`src/sv/slt_pkg.sv`:
```
// shared types, constants and decode functions for the tokenizer
`default_nettype none

package slt_pkg;

  localparam int KEYWORD_MAX_LEN = 5;
  localparam int NUMBER_BITS     = 31;
  localparam int LINE_BITS       = 24;
  localparam int KW_BITS         = 8 * KEYWORD_MAX_LEN;
  localparam int LEN_W           = $clog2(KEYWORD_MAX_LEN + 2);
  localparam int KW_COUNT        = 17;
  localparam int KIND_W          = 6;
  localparam int FIFO_DEPTH      = 4;
  localparam int FIFO_PTR_W      = $clog2(FIFO_DEPTH);
  localparam int FIFO_CNT_W      = $clog2(FIFO_DEPTH + 1);

  // result kinds
  localparam logic [KIND_W-1:0] K_TEXT       = 6'd0;
  localparam logic [KIND_W-1:0] K_END        = 6'd1;
  localparam logic [KIND_W-1:0] K_ERROR      = 6'd2;
  localparam logic [KIND_W-1:0] K_IDENT      = 6'd3;
  localparam logic [KIND_W-1:0] K_NUMBER     = 6'd4;
  localparam logic [KIND_W-1:0] K_STRING     = 6'd5;
  localparam logic [KIND_W-1:0] K_KEYBASE    = 6'd6;
  localparam logic [KIND_W-1:0] K_OP_EQ      = 6'd23;
  localparam logic [KIND_W-1:0] K_OP_LPAREN  = 6'd24;
  localparam logic [KIND_W-1:0] K_OP_RPAREN  = 6'd25;
  localparam logic [KIND_W-1:0] K_OP_PLUS    = 6'd26;
  localparam logic [KIND_W-1:0] K_OP_MINUS   = 6'd27;
  localparam logic [KIND_W-1:0] K_OP_STAR    = 6'd28;
  localparam logic [KIND_W-1:0] K_OP_SLASH   = 6'd29;
  localparam logic [KIND_W-1:0] K_OP_CARET   = 6'd30;
  localparam logic [KIND_W-1:0] K_OP_AMP     = 6'd31;
  localparam logic [KIND_W-1:0] K_OP_BAR     = 6'd32;
  localparam logic [KIND_W-1:0] K_OP_TILDE   = 6'd33;
  localparam logic [KIND_W-1:0] K_OP_HASH    = 6'd34;
  localparam logic [KIND_W-1:0] K_COLON      = 6'd35;
  localparam logic [KIND_W-1:0] K_ASSIGN     = 6'd36;
  localparam logic [KIND_W-1:0] K_NEG        = 6'd37;
  localparam logic [KIND_W-1:0] K_NE         = 6'd38;
  localparam logic [KIND_W-1:0] K_LT         = 6'd39;
  localparam logic [KIND_W-1:0] K_LTE        = 6'd40;
  localparam logic [KIND_W-1:0] K_SHL        = 6'd41;
  localparam logic [KIND_W-1:0] K_GT         = 6'd42;
  localparam logic [KIND_W-1:0] K_GTE        = 6'd43;
  localparam logic [KIND_W-1:0] K_SHR        = 6'd44;

  // characters
  localparam logic [7:0] CH_HT     = 8'h09;
  localparam logic [7:0] CH_LF     = 8'h0A;
  localparam logic [7:0] CH_VT     = 8'h0B;
  localparam logic [7:0] CH_FF     = 8'h0C;
  localparam logic [7:0] CH_CR     = 8'h0D;
  localparam logic [7:0] CH_SP     = 8'h20;
  localparam logic [7:0] CH_EXCL   = 8'h21;
  localparam logic [7:0] CH_QUOTE  = 8'h22;
  localparam logic [7:0] CH_HASH   = 8'h23;
  localparam logic [7:0] CH_AMP    = 8'h26;
  localparam logic [7:0] CH_LPAREN = 8'h28;
  localparam logic [7:0] CH_RPAREN = 8'h29;
  localparam logic [7:0] CH_STAR   = 8'h2A;
  localparam logic [7:0] CH_PLUS   = 8'h2B;
  localparam logic [7:0] CH_MINUS  = 8'h2D;
  localparam logic [7:0] CH_SLASH  = 8'h2F;
  localparam logic [7:0] CH_DIGIT0 = 8'h30;
  localparam logic [7:0] CH_DIGIT9 = 8'h39;
  localparam logic [7:0] CH_COLON  = 8'h3A;
  localparam logic [7:0] CH_SEMI   = 8'h3B;
  localparam logic [7:0] CH_LT     = 8'h3C;
  localparam logic [7:0] CH_EQ     = 8'h3D;
  localparam logic [7:0] CH_GT     = 8'h3E;
  localparam logic [7:0] CH_UPPER_A = 8'h41;
  localparam logic [7:0] CH_UPPER_Z = 8'h5A;
  localparam logic [7:0] CH_BSL    = 8'h5C;
  localparam logic [7:0] CH_CARET  = 8'h5E;
  localparam logic [7:0] CH_LOWER_A = 8'h61;
  localparam logic [7:0] CH_LOWER_Z = 8'h7A;
  localparam logic [7:0] CH_BAR    = 8'h7C;
  localparam logic [7:0] CH_TILDE  = 8'h7E;

  // keywords, packed right-justified, in kind order
  localparam logic [KW_BITS-1:0] KW_TEXT [KW_COUNT] = '{
    "decat", "die", "drop", "dup", "end", "if", "incat", "leave", "nop",
    "out", "outc", "over", "peek", "rot", "st", "swap", "while"
  };
  localparam int KW_LEN [KW_COUNT] = '{5, 3, 4, 3, 3, 2, 5, 5, 3, 3, 4, 4, 4, 3, 2, 4, 5};

  typedef enum logic [3:0] {
    ST_START,
    ST_WORD,
    ST_NUM,
    ST_COLON,
    ST_LT,
    ST_GT,
    ST_EXCL,
    ST_COMMENT,
    ST_STR
  } scan_state_t;

  typedef struct packed {
    logic [KIND_W-1:0]      kind;
    logic [7:0]             text_char;
    logic [NUMBER_BITS-1:0] number_value;
    logic [LINE_BITS-1:0]   line_number;
    logic                   last;
  } res_t;

  typedef struct packed {
    logic [1:0] cnt;
    res_t       r0;
    res_t       r1;
  } push_t;

  typedef struct packed {
    logic              emit;
    logic [KIND_W-1:0] kind;
    logic [7:0]        text;
    scan_state_t       nstate;
    logic              load_num;
    logic              load_word;
    logic              clr_esc;
  } start_t;

  function automatic logic is_digit(input logic [7:0] c);
    return (c >= CH_DIGIT0) && (c <= CH_DIGIT9);
  endfunction

  function automatic logic is_alpha(input logic [7:0] c);
    return ((c >= CH_LOWER_A) && (c <= CH_LOWER_Z)) ||
           ((c >= CH_UPPER_A) && (c <= CH_UPPER_Z));
  endfunction

  function automatic logic [KIND_W-1:0] word_kind(input logic [KW_BITS-1:0] prefix,
                                                   input logic [LEN_W-1:0]   len);
    logic [KIND_W-1:0] k;
    k = K_IDENT;
    for (int i = 0; i < KW_COUNT; i++) begin
      if ((KW_TEXT[i] == prefix) && (LEN_W'(KW_LEN[i]) == len)) begin
        k = K_KEYBASE + KIND_W'(i);
      end
    end
    return k;
  endfunction

  function automatic start_t start_char(input logic [7:0] c, input logic eof);
    start_t s;
    s = '0;
    s.nstate = ST_START;
    if (eof) begin
      s.emit = 1'b1;
      s.kind = K_END;
    end else if (is_digit(c)) begin
      s.nstate   = ST_NUM;
      s.load_num = 1'b1;
    end else if (is_alpha(c)) begin
      s.nstate    = ST_WORD;
      s.load_word = 1'b1;
      s.emit      = 1'b1;
      s.kind      = K_TEXT;
      s.text      = c;
    end else begin
      case (c)
        CH_SP, CH_HT, CH_LF, CH_VT, CH_FF, CH_CR: begin
          s.emit = 1'b0;
        end
        CH_COLON: s.nstate = ST_COLON;
        CH_EXCL:  s.nstate = ST_EXCL;
        CH_LT:    s.nstate = ST_LT;
        CH_GT:    s.nstate = ST_GT;
        CH_QUOTE: begin
          s.nstate  = ST_STR;
          s.clr_esc = 1'b1;
        end
        CH_SEMI:   s.nstate = ST_COMMENT;
        CH_EQ:     begin s.emit = 1'b1; s.kind = K_OP_EQ;     end
        CH_LPAREN: begin s.emit = 1'b1; s.kind = K_OP_LPAREN; end
        CH_RPAREN: begin s.emit = 1'b1; s.kind = K_OP_RPAREN; end
        CH_PLUS:   begin s.emit = 1'b1; s.kind = K_OP_PLUS;   end
        CH_MINUS:  begin s.emit = 1'b1; s.kind = K_OP_MINUS;  end
        CH_STAR:   begin s.emit = 1'b1; s.kind = K_OP_STAR;   end
        CH_SLASH:  begin s.emit = 1'b1; s.kind = K_OP_SLASH;  end
        CH_CARET:  begin s.emit = 1'b1; s.kind = K_OP_CARET;  end
        CH_AMP:    begin s.emit = 1'b1; s.kind = K_OP_AMP;    end
        CH_BAR:    begin s.emit = 1'b1; s.kind = K_OP_BAR;    end
        CH_TILDE:  begin s.emit = 1'b1; s.kind = K_OP_TILDE;  end
        CH_HASH:   begin s.emit = 1'b1; s.kind = K_OP_HASH;   end
        default: begin
          s.emit = 1'b1;
          s.kind = K_ERROR;
        end
      endcase
    end
    return s;
  endfunction

endpackage

`default_nettype wire

```
`src/sv/slt_scan.sv`:
```
// scanner state and per-character token decode, up to two results per step
`default_nettype none

module slt_scan import slt_pkg::*; (
  input  wire logic       clk,
  input  wire logic       rst_n,
  input  wire logic       step,
  input  wire logic [7:0] ch,
  input  wire logic       at_end,
  output push_t           push
);

  localparam int ACC_W = NUMBER_BITS + 4;
  localparam logic [NUMBER_BITS-1:0] NUM_MAX  = '1;
  localparam logic [LINE_BITS-1:0]   LINE_MAX = '1;

  scan_state_t            state_r, state_nxt;
  logic                   esc_r, esc_nxt;
  logic [NUMBER_BITS-1:0] acc_r, acc_nxt;
  logic [KW_BITS-1:0]     prefix_r, prefix_nxt;
  logic [LEN_W-1:0]       len_r, len_nxt;
  logic [LINE_BITS-1:0]   line_r, line_nxt;

  start_t                 st;
  logic [ACC_W-1:0]       acc_ext;
  logic [ACC_W-1:0]       acc_x10;
  logic                   acc_sat;
  logic                   eq;

  logic                   f_emit;
  logic [KIND_W-1:0]      f_kind;
  logic [7:0]             f_text;
  logic [NUMBER_BITS-1:0] f_num;
  logic                   redo;
  logic                   use_start;

  logic                   a_emit;
  logic                   b_emit;
  res_t                   res_a;
  res_t                   res_b;

  assign st      = start_char(ch, at_end);
  assign eq      = !at_end && (ch == CH_EQ);
  assign acc_ext = ACC_W'(acc_r);
  assign acc_x10 = (acc_ext << 3) + (acc_ext << 1) + ACC_W'(ch[3:0]);
  assign acc_sat = acc_x10 > ACC_W'(NUM_MAX);

  always_comb begin
    state_nxt  = state_r;
    esc_nxt    = esc_r;
    acc_nxt    = acc_r;
    prefix_nxt = prefix_r;
    len_nxt    = len_r;
    f_emit     = 1'b0;
    f_kind     = K_TEXT;
    f_text     = '0;
    f_num      = '0;
    redo       = 1'b0;
    use_start  = 1'b0;
    case (state_r)
      ST_START: use_start = 1'b1;
      ST_COLON: begin
        f_emit    = 1'b1;
        f_kind    = eq ? K_ASSIGN : K_COLON;
        state_nxt = ST_START;
        redo      = !eq;
      end
      ST_EXCL: begin
        f_emit    = 1'b1;
        f_kind    = eq ? K_NE : K_NEG;
        state_nxt = ST_START;
        redo      = !eq;
      end
      ST_LT: begin
        f_emit    = 1'b1;
        state_nxt = ST_START;
        if (eq) begin
          f_kind = K_LTE;
        end else if (!at_end && (ch == CH_LT)) begin
          f_kind = K_SHL;
        end else begin
          f_kind = K_LT;
          redo   = 1'b1;
        end
      end
      ST_GT: begin
        f_emit    = 1'b1;
        state_nxt = ST_START;
        if (eq) begin
          f_kind = K_GTE;
        end else if (!at_end && (ch == CH_GT)) begin
          f_kind = K_SHR;
        end else begin
          f_kind = K_GT;
          redo   = 1'b1;
        end
      end
      ST_WORD: begin
        f_emit = 1'b1;
        if (!at_end && is_alpha(ch)) begin
          f_kind = K_TEXT;
          f_text = ch;
          if (len_r < LEN_W'(KEYWORD_MAX_LEN)) begin
            prefix_nxt = {prefix_r[KW_BITS-9:0], ch};
            len_nxt    = len_r + 1'b1;
          end else begin
            len_nxt = LEN_W'(KEYWORD_MAX_LEN + 1);
          end
        end else begin
          f_kind    = word_kind(prefix_r, len_r);
          state_nxt = ST_START;
          redo      = 1'b1;
        end
      end
      ST_NUM: begin
        if (!at_end && is_digit(ch)) begin
          acc_nxt = acc_sat ? NUM_MAX : acc_x10[NUMBER_BITS-1:0];
        end else begin
          f_emit    = 1'b1;
          f_kind    = K_NUMBER;
          f_num     = acc_r;
          state_nxt = ST_START;
          redo      = 1'b1;
        end
      end
      ST_COMMENT: begin
        if (at_end) begin
          state_nxt = ST_START;
          redo      = 1'b1;
        end else if (ch == CH_LF) begin
          state_nxt = ST_START;
        end
      end
      ST_STR: begin
        if (at_end) begin
          f_emit    = 1'b1;
          f_kind    = K_ERROR;
          esc_nxt   = 1'b0;
          state_nxt = ST_START;
        end else if (esc_r) begin
          esc_nxt = 1'b0;
          f_emit  = 1'b1;
          f_kind  = K_TEXT;
          f_text  = ch;
        end else if (ch == CH_BSL) begin
          esc_nxt = 1'b1;
        end else if (ch == CH_QUOTE) begin
          f_emit    = 1'b1;
          f_kind    = K_STRING;
          state_nxt = ST_START;
        end else begin
          f_emit = 1'b1;
          f_kind = K_TEXT;
          f_text = ch;
        end
      end
      default: use_start = 1'b1;
    endcase

    // character handled from the start state, first or again
    if (use_start || redo) begin
      state_nxt = st.nstate;
      if (st.load_num) begin
        acc_nxt = NUMBER_BITS'(ch[3:0]);
      end
      if (st.load_word) begin
        prefix_nxt = KW_BITS'(ch);
        len_nxt    = LEN_W'(1);
      end
      if (st.clr_esc) begin
        esc_nxt = 1'b0;
      end
    end
  end

  always_comb begin
    a_emit = use_start ? st.emit : f_emit;
    b_emit = redo && st.emit;

    res_a.kind         = use_start ? st.kind : f_kind;
    res_a.text_char    = use_start ? st.text : f_text;
    res_a.number_value = use_start ? '0 : f_num;
    res_a.line_number  = line_r;
    res_a.last         = !b_emit;

    res_b.kind         = st.kind;
    res_b.text_char    = st.text;
    res_b.number_value = '0;
    res_b.line_number  = line_r;
    res_b.last         = 1'b1;

    push.r0  = a_emit ? res_a : res_b;
    push.r1  = res_b;
    push.cnt = step ? {a_emit && b_emit, a_emit ^ b_emit} : 2'd0;
  end

  assign line_nxt = (!at_end && (ch == CH_LF) && (line_r != LINE_MAX)) ?
                    line_r + 1'b1 : line_r;

  always_ff @(posedge clk) begin
    if (!rst_n) begin
      state_r  <= ST_START;
      esc_r    <= 1'b0;
      acc_r    <= '0;
      prefix_r <= '0;
      len_r    <= '0;
      line_r   <= '0;
    end else if (step) begin
      state_r  <= state_nxt;
      esc_r    <= esc_nxt;
      acc_r    <= acc_nxt;
      prefix_r <= prefix_nxt;
      len_r    <= len_nxt;
      line_r   <= line_nxt;
    end
  end

endmodule

`default_nettype wire

```
`src/sv/slt_result_fifo.sv`:
```
// small result queue: up to two writes and one read per cycle
`default_nettype none

module slt_result_fifo import slt_pkg::*; (
  input  wire logic  clk,
  input  wire logic  rst_n,
  input  wire push_t push,
  input  wire logic  pop,
  output res_t       head,
  output logic       head_valid,
  output logic       room
);

  res_t                  mem [FIFO_DEPTH];
  logic [FIFO_PTR_W-1:0] wr_ptr_r, wr_ptr_nxt;
  logic [FIFO_PTR_W-1:0] rd_ptr_r, rd_ptr_nxt;
  logic [FIFO_CNT_W-1:0] cnt_r, cnt_nxt;

  assign head       = mem[rd_ptr_r];
  assign head_valid = cnt_r != '0;
  assign room       = cnt_r <= FIFO_CNT_W'(FIFO_DEPTH - 2);

  assign wr_ptr_nxt = wr_ptr_r + FIFO_PTR_W'(push.cnt);
  assign rd_ptr_nxt = rd_ptr_r + FIFO_PTR_W'(pop);
  assign cnt_nxt    = cnt_r + FIFO_CNT_W'(push.cnt) - FIFO_CNT_W'(pop);

  always_ff @(posedge clk) begin
    if (push.cnt != 2'd0) begin
      mem[wr_ptr_r] <= push.r0;
    end
    if (push.cnt == 2'd2) begin
      mem[wr_ptr_r + 1'b1] <= push.r1;
    end
  end

  always_ff @(posedge clk) begin
    if (!rst_n) begin
      wr_ptr_r <= '0;
      rd_ptr_r <= '0;
      cnt_r    <= '0;
    end else begin
      wr_ptr_r <= wr_ptr_nxt;
      rd_ptr_r <= rd_ptr_nxt;
      cnt_r    <= cnt_nxt;
    end
  end

endmodule

`default_nettype wire

```
`src/sv/stack_language_tokenizer_core.sv`:
```
// top level of the stack-language tokenizer
//
// input channel: one source character (in_ch) or an end-of-input mark
// (in_at_end) per transaction, taken when in_valid is high and in_stall low.
// result channel: text characters and tokens in source order, each with the
// newline count seen before its character; out_last marks the final result
// of one input character.
// an accepted character is held in the input register, decoded combinationally
// by the scanner and written to a four-entry result queue, from whose head its
// first result is offered.
// one character is taken per cycle while the queue has room for two more
// results; the output port drains one result per cycle while out_stall is low,
// so the sustained rate is one character per cycle while characters yield at
// most one result each.
// when out_stall is high the queue holds its head and fills; once fewer than
// two slots are free in_stall rises, while a character is held, until results are taken.
// reset clears the scanner to its start state, the line count to zero and
// empties the queue.
`default_nettype none

module stack_language_tokenizer_core import slt_pkg::*; (
  input  wire logic                   clk,
  input  wire logic                   rst_n,
  input  wire logic                   in_valid,
  output logic                        in_stall,
  input  wire logic [7:0]             in_ch,
  input  wire logic                   in_at_end,
  output logic                        out_valid,
  input  wire logic                   out_stall,
  output logic [KIND_W-1:0]           out_kind,
  output logic [7:0]                  out_text_char,
  output logic [NUMBER_BITS-1:0]      out_number_value,
  output logic [LINE_BITS-1:0]        out_line_number,
  output logic                        out_last
);

  logic       hold_valid_r;
  logic [7:0] ch_r;
  logic       at_end_r;
  logic       room;
  logic       step;
  logic       in_fire;
  logic       pop;
  push_t      push;
  res_t       head;

  assign step     = hold_valid_r && room;
  assign in_stall = hold_valid_r && !room;
  assign in_fire  = in_valid && !in_stall;
  assign pop      = out_valid && !out_stall;

  always_ff @(posedge clk) begin
    if (!rst_n) begin
      hold_valid_r <= 1'b0;
    end else if (in_fire) begin
      hold_valid_r <= 1'b1;
    end else if (step) begin
      hold_valid_r <= 1'b0;
    end
  end

  always_ff @(posedge clk) begin
    if (in_fire) begin
      ch_r     <= in_ch;
      at_end_r <= in_at_end;
    end
  end

  slt_scan u_scan (
    .clk    (clk),
    .rst_n  (rst_n),
    .step   (step),
    .ch     (ch_r),
    .at_end (at_end_r),
    .push   (push)
  );

  slt_result_fifo u_fifo (
    .clk        (clk),
    .rst_n      (rst_n),
    .push       (push),
    .pop        (pop),
    .head       (head),
    .head_valid (out_valid),
    .room       (room)
  );

  assign out_kind         = head.kind;
  assign out_text_char    = head.text_char;
  assign out_number_value = head.number_value;
  assign out_line_number  = head.line_number;
  assign out_last         = head.last;

  a_two_results_last: assert property (@(posedge clk) disable iff (!rst_n)
    push.cnt == 2'd2 |-> !push.r0.last && push.r1.last)
    else $error("two-result step has wrong last flags");

  a_one_result_last: assert property (@(posedge clk) disable iff (!rst_n)
    push.cnt == 2'd1 |-> push.r0.last)
    else $error("single result not marked last");

  a_push_needs_step: assert property (@(posedge clk) disable iff (!rst_n)
    push.cnt != 2'd0 |-> step)
    else $error("results written without a scan step");

  a_reset_empty: assert property (@(posedge clk)
    !rst_n |=> !out_valid)
    else $error("result offered right after reset");

endmodule

`default_nettype wire
```
`config.mk`:
```
export PLATFORM = sky130hd
export DESIGN_NAME = stack_language_tokenizer_core
export DESIGN_NICKNAME = d
export VERILOG_FILES = /design/src/sv/slt_pkg.sv /design/src/sv/slt_scan.sv /design/src/sv/slt_result_fifo.sv /design/src/sv/stack_language_tokenizer_core.sv
export SDC_FILE = /design/constraint.sdc
export NUM_CORES = 1
export LEC_CHECK = 0
export ABC_AREA = 1
export BUFFER_PORTS_ARGS = -buffer_cell sky130_fd_sc_hd__clkbuf_2
export CORE_MARGIN = 2
export CORE_UTILIZATION = 57
export DETAILED_ROUTE_END_ITERATION = 10
export PLACE_DENSITY = 0.7
export SLEW_MARGIN = 20
export SYNTH_ARGS = -nofsm -noshare
export SYNTH_HDL_FRONTEND = slang
export SYNTH_SLANG_ARGS = --single-unit
```
`constraint.sdc`:
```
create_clock -name clk -period 4.31 [get_ports clk]
set_input_delay 1.293 -clock clk [delete_from_list [all_inputs] [get_ports clk]]
set_output_delay 1.293 -clock clk [all_outputs]
set_load 0.02 [all_outputs]
```
==> impl_metrics.toml, run 1 <==
[setup_path]
cp.arrival_ns = 4.28
r2r-end = "u_fifo.mem[0][14]"
worstSetupEndpoint = "u_fifo.mem[0][14]"
crit_path_start_kind = "register"
cp_slowest_cell = "buf_4"
critPathCaptureType = "register"
cp_num_buf_inv = 5
worstReg2RegStart = "ch_r[7]"
worst-setup-path-type = "register to register"
cp-startpoint = "ch_r[7]"
rr_worst_depth = 18
crit_path_cell_trace = "nor2_4 > nand3_2 > inv_2 > nand3_1 > nand2_1 > nor3_1 > a31oi_1 > o21ai_0 > ha_1 > inv_1 > nor2_1 > nor2_1 > inv_1 > nand2_1 > inv_1 > nor2_4 > buf_4 > nor2_1"
crit_required_ns = 4.62
ff2ff_setup_slack_ns = 0.34
cpPeakStageDelay_ns = 0.50
cp_max_fo = 44
crit_cells = 18
cp_top_family = "simple AND/OR/NAND/NOR gates"

[outcome]
outcome = "completed"

[logic_synthesis]
yosys-top-cells-area = "edfxtp_1, dfxtp_1, nand2_1"
ys_ff_latch = 400
synth_common_cells = "nand2_1, nor2_1, o21ai_0"
post-synth-top-count-cell = "nand2_1"
synth_edf_count = 161
synth_warnings = 0
ys.flop_type = "dfxtp_1"
ys_types = 55
syn_inst = 3133
syn-cell-area_sq_um = 22670
synth_top_area_cell = "edfxtp_1"
ys_seq_area_frac = 0.4244
synthArstFlopShare = 0
syn-num-nets = 3222
postSynthAreaPerCell_sq_um = 7.235
synth_top_area_frac = 0.2133

[clock_tree]
numCtsBuffers = 44
holdBufCountCts = 0
clkSinkCount = 400
clock_latency_ns = 0.59
htreeDepth = 2
cts_tree = "yes"
cts_root_buf = "clkbuf_16"
max-clock-path-buffers = 3
clk_pin_slew_worst_paths_ns = 0.06

[drt]
routed_via_density = 5.824
drc_errors = 0
post_drt_wl_per_cell_microns = 17.97
vias = 21630
drtIter0Drc = 2108
first_pass_iters = 6
ant_nets = 0
wirelength_microns = 66750

[timing]
finalHoldViolations = 0
worst_pin_slew_ns = 1.118
drv_slew = 0
fin_crit_ns = 3.969
rsz0062_at_grt = "false"
finalCritPeriodShare = 0.9208
slew_headroom = 0.2527
setup-tns-final_ns = 0
setup_viol = 0
fin_skew_ns = 0.01526
fmax_mhz = 252.0

[place]
routabilityCongestion = 0.9733
hpwl_microns = 46160
port_buffers = 84

[final_layout]
antenna_cells = 0
drive_above_1_share = 0.09470
nets = 3244
utilization = 0.6333
syn2layout_area_growth_pct = 10.24
fillers = 3565

[floorplanning]
die_x_microns = 203.4
top_level_ports = 85
initial_core_util = 0.5745
die_area_sq_um = 41380
core_sq_um = 39460
row_count = 73
die_y_microns = 203.4

[power_and_ir_drop]
peakVddDrop_uv = 352.5
p_per_area_nw_per_um2 = 461.6
leakage_nw = 9.845

[grt]
antenna_found_initial = 0
grt_pass1_wl_microns = 106700
grt_pass1_vias = 20430
grt_max_degree = 142
overflow = 0
track_usage = 0.3218

[worst_hold_path]
hp-class = "register to register"

[job]
drv.max_cap_violation_count = 0
## power breakdown
part	leakage (nW)	switching [mW]	total [mW]	internal, mW
sequential	3.27	0.196	4.41	4.21
combinational	5.86	2.42	3.35	0.921
clock	0.712	1.59	3.78	2.19
## registers in the layout, summed over array words and instances, names as in the netlist, 2 cells and up
register and cells:
u_scan.state_r 4, u_fifo.rd_ptr_r 2, u_fifo.wr_ptr_r 2, u_scan.line_r 24, u_scan.prefix_r 40, u_fifo.cnt_r 3, ch_r 8, u_scan.len_r 3
u_scan.acc_r 31, u_fifo.mem 280
## cell usage in the layout (no fill, tap or decap), drive strengths merged, types with 17 or more instances in the layout
| master | count |
|---|---|
| nand3 | 122 |
| clkinv | 23 |
| nand2 | 744 |
| xor2 | 18 |
| nor2 | 479 |
| buf | 43 |
| clkbuf | 145 |
| dfxtp | 239 |
| nor3 | 59 |
| o211ai | 34 |
| a21oi | 173 |
| inv | 288 |
| or2 | 17 |
| o21ai | 377 |
| nand4 | 46 |
| o22ai | 79 |
| ha | 73 |
| edfxtp | 161 |
## layout make-up
cell class              instances  area, sq um  area share
flip-flops and latches        400         9624      0.3851
inverters                     296         1121     0.04486
clock inverters                19        239.0    0.009563
clock buffers                  61         1225     0.04902
well taps                     525        656.9     0.02629
multi-input cells            2286        11300      0.4523
repair buffers                127        822.0     0.03289
## worst register-to-register path, stage by stage, from the launching register on
cell and delay [ns]:
edfxtp_1 0.44, nor2_4 0.26, nand3_2 0.22, inv_2 0.17, nand3_1 0.14, nand2_1 0.10, nor3_1 0.06, a31oi_1 0.27
o21ai_0 0.14, ha_1 0.35, inv_1 0.07, nor2_1 0.06, nor2_1 0.21, inv_1 0.09, nand2_1 0.09, inv_1 0.22
nor2_4 0.20, buf_4 0.50, nor2_1 0.11
## how the worst min path moves through the flow
stage,from,to,slack (ns),cells past startpoint
2_1_floorplan,u_fifo.mem[1][25],u_fifo.mem[1][25],0.42,2
3_5_place_dp,u_fifo.mem[1][38],u_fifo.mem[1][38],0.44,2
4_1_cts,u_fifo.mem[1][35],u_fifo.mem[1][35],0.45,2
6_report,u_fifo.mem[1][36],u_fifo.mem[1][36],0.45,2
5_1_grt,u_fifo.mem[1][29],u_fifo.mem[1][29],0.47,2
3_3_place_gp,u_fifo.mem[1][26],u_fifo.mem[1][26],0.43,2
## repair_timing
action,CTS,global route
gates resized for setup,0,2
setup buffers,0,0
setup endpoints to repair,0,15
## through the flow
step,cell area (sq um),instances,setup slack (ns),power (mW),hold slack (ns)
after floorplan,22670,3133,0.4482,6.667,0.4231
after global placement,23520,3634,0.4541,7.745,0.4326
after detailed placement,23520,3634,0.3913,7.792,0.4401
after CTS,24990,3714,0.3584,11.57,0.4540
after global routing,24990,3714,0.007795,12.05,0.4741
final,24990,3714,0.3414,11.54,0.4537
## cells by family (layout without fill, tap and decap cells)
logic type	count (synthesis)	count (layout)	share of synthesized area
AND/OR/NAND/NOR	1495	1495	0.2790
flip-flops	400	400	0.4244
buffers and inverters	447	503	0.07871
adder cells (fa/ha/maj)	76	76	0.04294
AO/OA/AOI/OAI	693	693	0.1665
XOR/XNOR	22	22	0.008500
## per-layer routing
metal / part of all wire / up-vias / global-route usage / wire length (microns)
met1: 0.44 / 10110 / 0.4464 / 29380
li1: - / 10480 / - / -
met2: 0.45 / 903 / 0.5124 / 30010
met3: 0.080 / 135 / 0.04842 / 5331
met4: 0.030 / 0 / 0.1160 / 2033
met5: 0 / - / 0 / 0
Power figures use the tool's default switching activity.
==> inputs of run 2 (changes only) <==
--- a/config.mk
+++ b/config.mk
@@ -11,7 +11,7 @@
 export CORE_UTILIZATION = 57
 export DETAILED_ROUTE_END_ITERATION = 10
 export PLACE_DENSITY = 0.7
-export SLEW_MARGIN = 20
+export SLEW_MARGIN = 10
 export SYNTH_ARGS = -nofsm -noshare
 export SYNTH_HDL_FRONTEND = slang
 export SYNTH_SLANG_ARGS = --single-unit
==> constraint.sdc (replaced) <==
create_clock -name clk -period 4.3 [get_ports clk]
set_input_delay 1.29 -clock clk [delete_from_list [all_inputs] [get_ports clk]]
set_output_delay 1.29 -clock clk [all_outputs]
set_load 0.02 [all_outputs]
==> run 2 against run 1 <==
Effect of this change: non-clock buffer count rose by 3; worst hold slack got worse by 0.00097 ns; routed wire length rose by 0.39%; critical path depth fell by 13; worst setup slack got worse by 0.069 ns; clock skew rose by 0.0057 ns; critical endpoint is now out_line_number[20]; largest power group unchanged.
==> impl_metrics.toml, run 2 (same netlist as run 1, synthesis figures left out) <==
[grt]
grt_max_degree = 72
grt_pass1_vias = 20180
grt_pass1_wl_microns = 106800
antenna_found_initial = 0
overflow = 0
track_usage = 0.3237

[power_and_ir_drop]
p_seq_frac = 0.382
p_int_mw = 7.505
peakVddDrop_uv = 327.8
pwr-share-clk = 0.338
leakage_nw = 9.894
combinationalPowerShare = 0.279
p_sw_frac = 0.3604
p_per_area_nw_per_um2 = 468.4
switching_power_mw = 4.229

[final_layout]
utilization = 0.6348
final_common_cell = "nand2_1"
drive_above_1_share = 0.09680
largest_reg_flops = 280
antenna_cells = 0
nets = 3246
largestRegisters = "u_fifo.mem x280, u_scan.prefix_r x40, u_scan.acc_r x31"
top_register = "u_fifo.mem"
mostFrequentLayoutCells = "nand2_1, nor2_1, o21ai_0"
syn2layout_area_growth_pct = 10.50

[setup_path]
cp_max_fo = 63
critPathCaptureType = "output pin"
ff2ff_setup_slack_ns = 0.38
worst-setup-path-type = "register to output pin"
crit_required_ns = 3.01
crit_path_start_kind = "register"
cp.arrival_ns = 2.74

[clock_tree]
max-clock-path-buffers = 3
clkSinkCount = 400
cts_tree = "yes"
cts_root_buf = "clkbuf_16"
holdBufCountCts = 0
htreeDepth = 2
clk_pin_slew_worst_paths_ns = 0.06
numCtsBuffers = 43
clock_latency_ns = 0.59

[drt]
ant_nets = 0
routed_via_density = 5.787
drc_errors = 0
first_pass_iters = 7
post_drt_wl_per_cell_microns = 18.03
wirelength_microns = 67010
drtIter0Drc = 1950
vias = 21510

[outcome]
outcome = "completed"

[floorplanning]
initial_core_util = 0.5745
core_sq_um = 39460
die_y_microns = 203.4
die_x_microns = 203.4
row_count = 73
die_area_sq_um = 41380
top_level_ports = 85

[place]
routabilityCongestion = 0.9548
hpwl_microns = 46540
port_buffers = 84

[worst_hold_path]
hp-class = "register to register"

[timing]
rsz0062_at_grt = "false"
slew_headroom = 0.3680
fin_skew_ns = 0.02101
finalHoldViolations = 0
worst_pin_slew_ns = 0.9422
fin_crit_ns = 4.027
drv_slew = 0
timing.hold.ws_ns = 0.4527
fmax_mhz = 248.3
setup-tns-final_ns = 0
setup_viol = 0
finalCritPeriodShare = 0.9366

[job]
drv.max_cap_violation_count = 0
run 2: layout make-up:
cell class,count,area [sq um]
tap,525,656.9
sequential,400,9624
clock buffer,57,1211
timing repair buffer,130,828.3
clock inverter,23,301.5
multi-input combinational,2286,11300
inverter,296,1121
fill,3535,14410
run 2: final timing paths:
check / from / endpoint / cells after the start
worst min-delay path: u_fifo.mem[2][40] / u_fifo.mem[2][40] / 2
worst min register to register: u_fifo.mem[2][40] / u_fifo.mem[2][40] / 2
worst max register to register: ch_r[7] / u_fifo.mem[0][15] / 18
worst max-delay path: u_fifo.rd_ptr_r[0] / out_line_number[20] / 5
run 2: per-layer routing:
metal	vias to the layer above	share of wire	routed length (microns)	track usage
met3	104	0.085	5689	0.04618
met2	929	0.45	30130	0.5162
li1	10490	-	-	-
met1	9989	0.44	29650	0.4593
met4	0	0.023	1536	0.09228
met5	-	0	0	0
run 2: power groups by stage:
stage	logic [mW]	clock network [mW]	registers (mW)
detailed placement	3.25	0	4.55
CTS	3.26	4.01	4.48
global placement	3.21	0	4.54
finish	3.28	3.97	4.48
global route	3.56	4.17	4.52
floorplan	2.27	0	4.42
run 2: timing repair:
action	CTS	global route
endpoints found under the setup margin	0	23
resized for setup	0	1
buffers inserted	0	0
run 2: critical path, cell delays in order, from the launching register on:
cell,delay (ns)
dfxtp_4,0.52
inv_4,0.56
buf_4,0.41
o21ai_0,0.13
o22ai_1,0.26
clkbuf_2,0.23
run 2: metrics by stage:
stage                     std cells  setup WS (ns)  cell area (sq um)  total power, mW
after detailed placement       3637         0.3913              23530            7.802
final                          3717         0.2728              25050            11.73
after global routing           3717        0.04195              25050            12.25
after CTS                      3717         0.3040              25050            11.74
after global placement         3637         0.4173              23530            7.752
after floorplan                3133         0.4382              22670            6.682
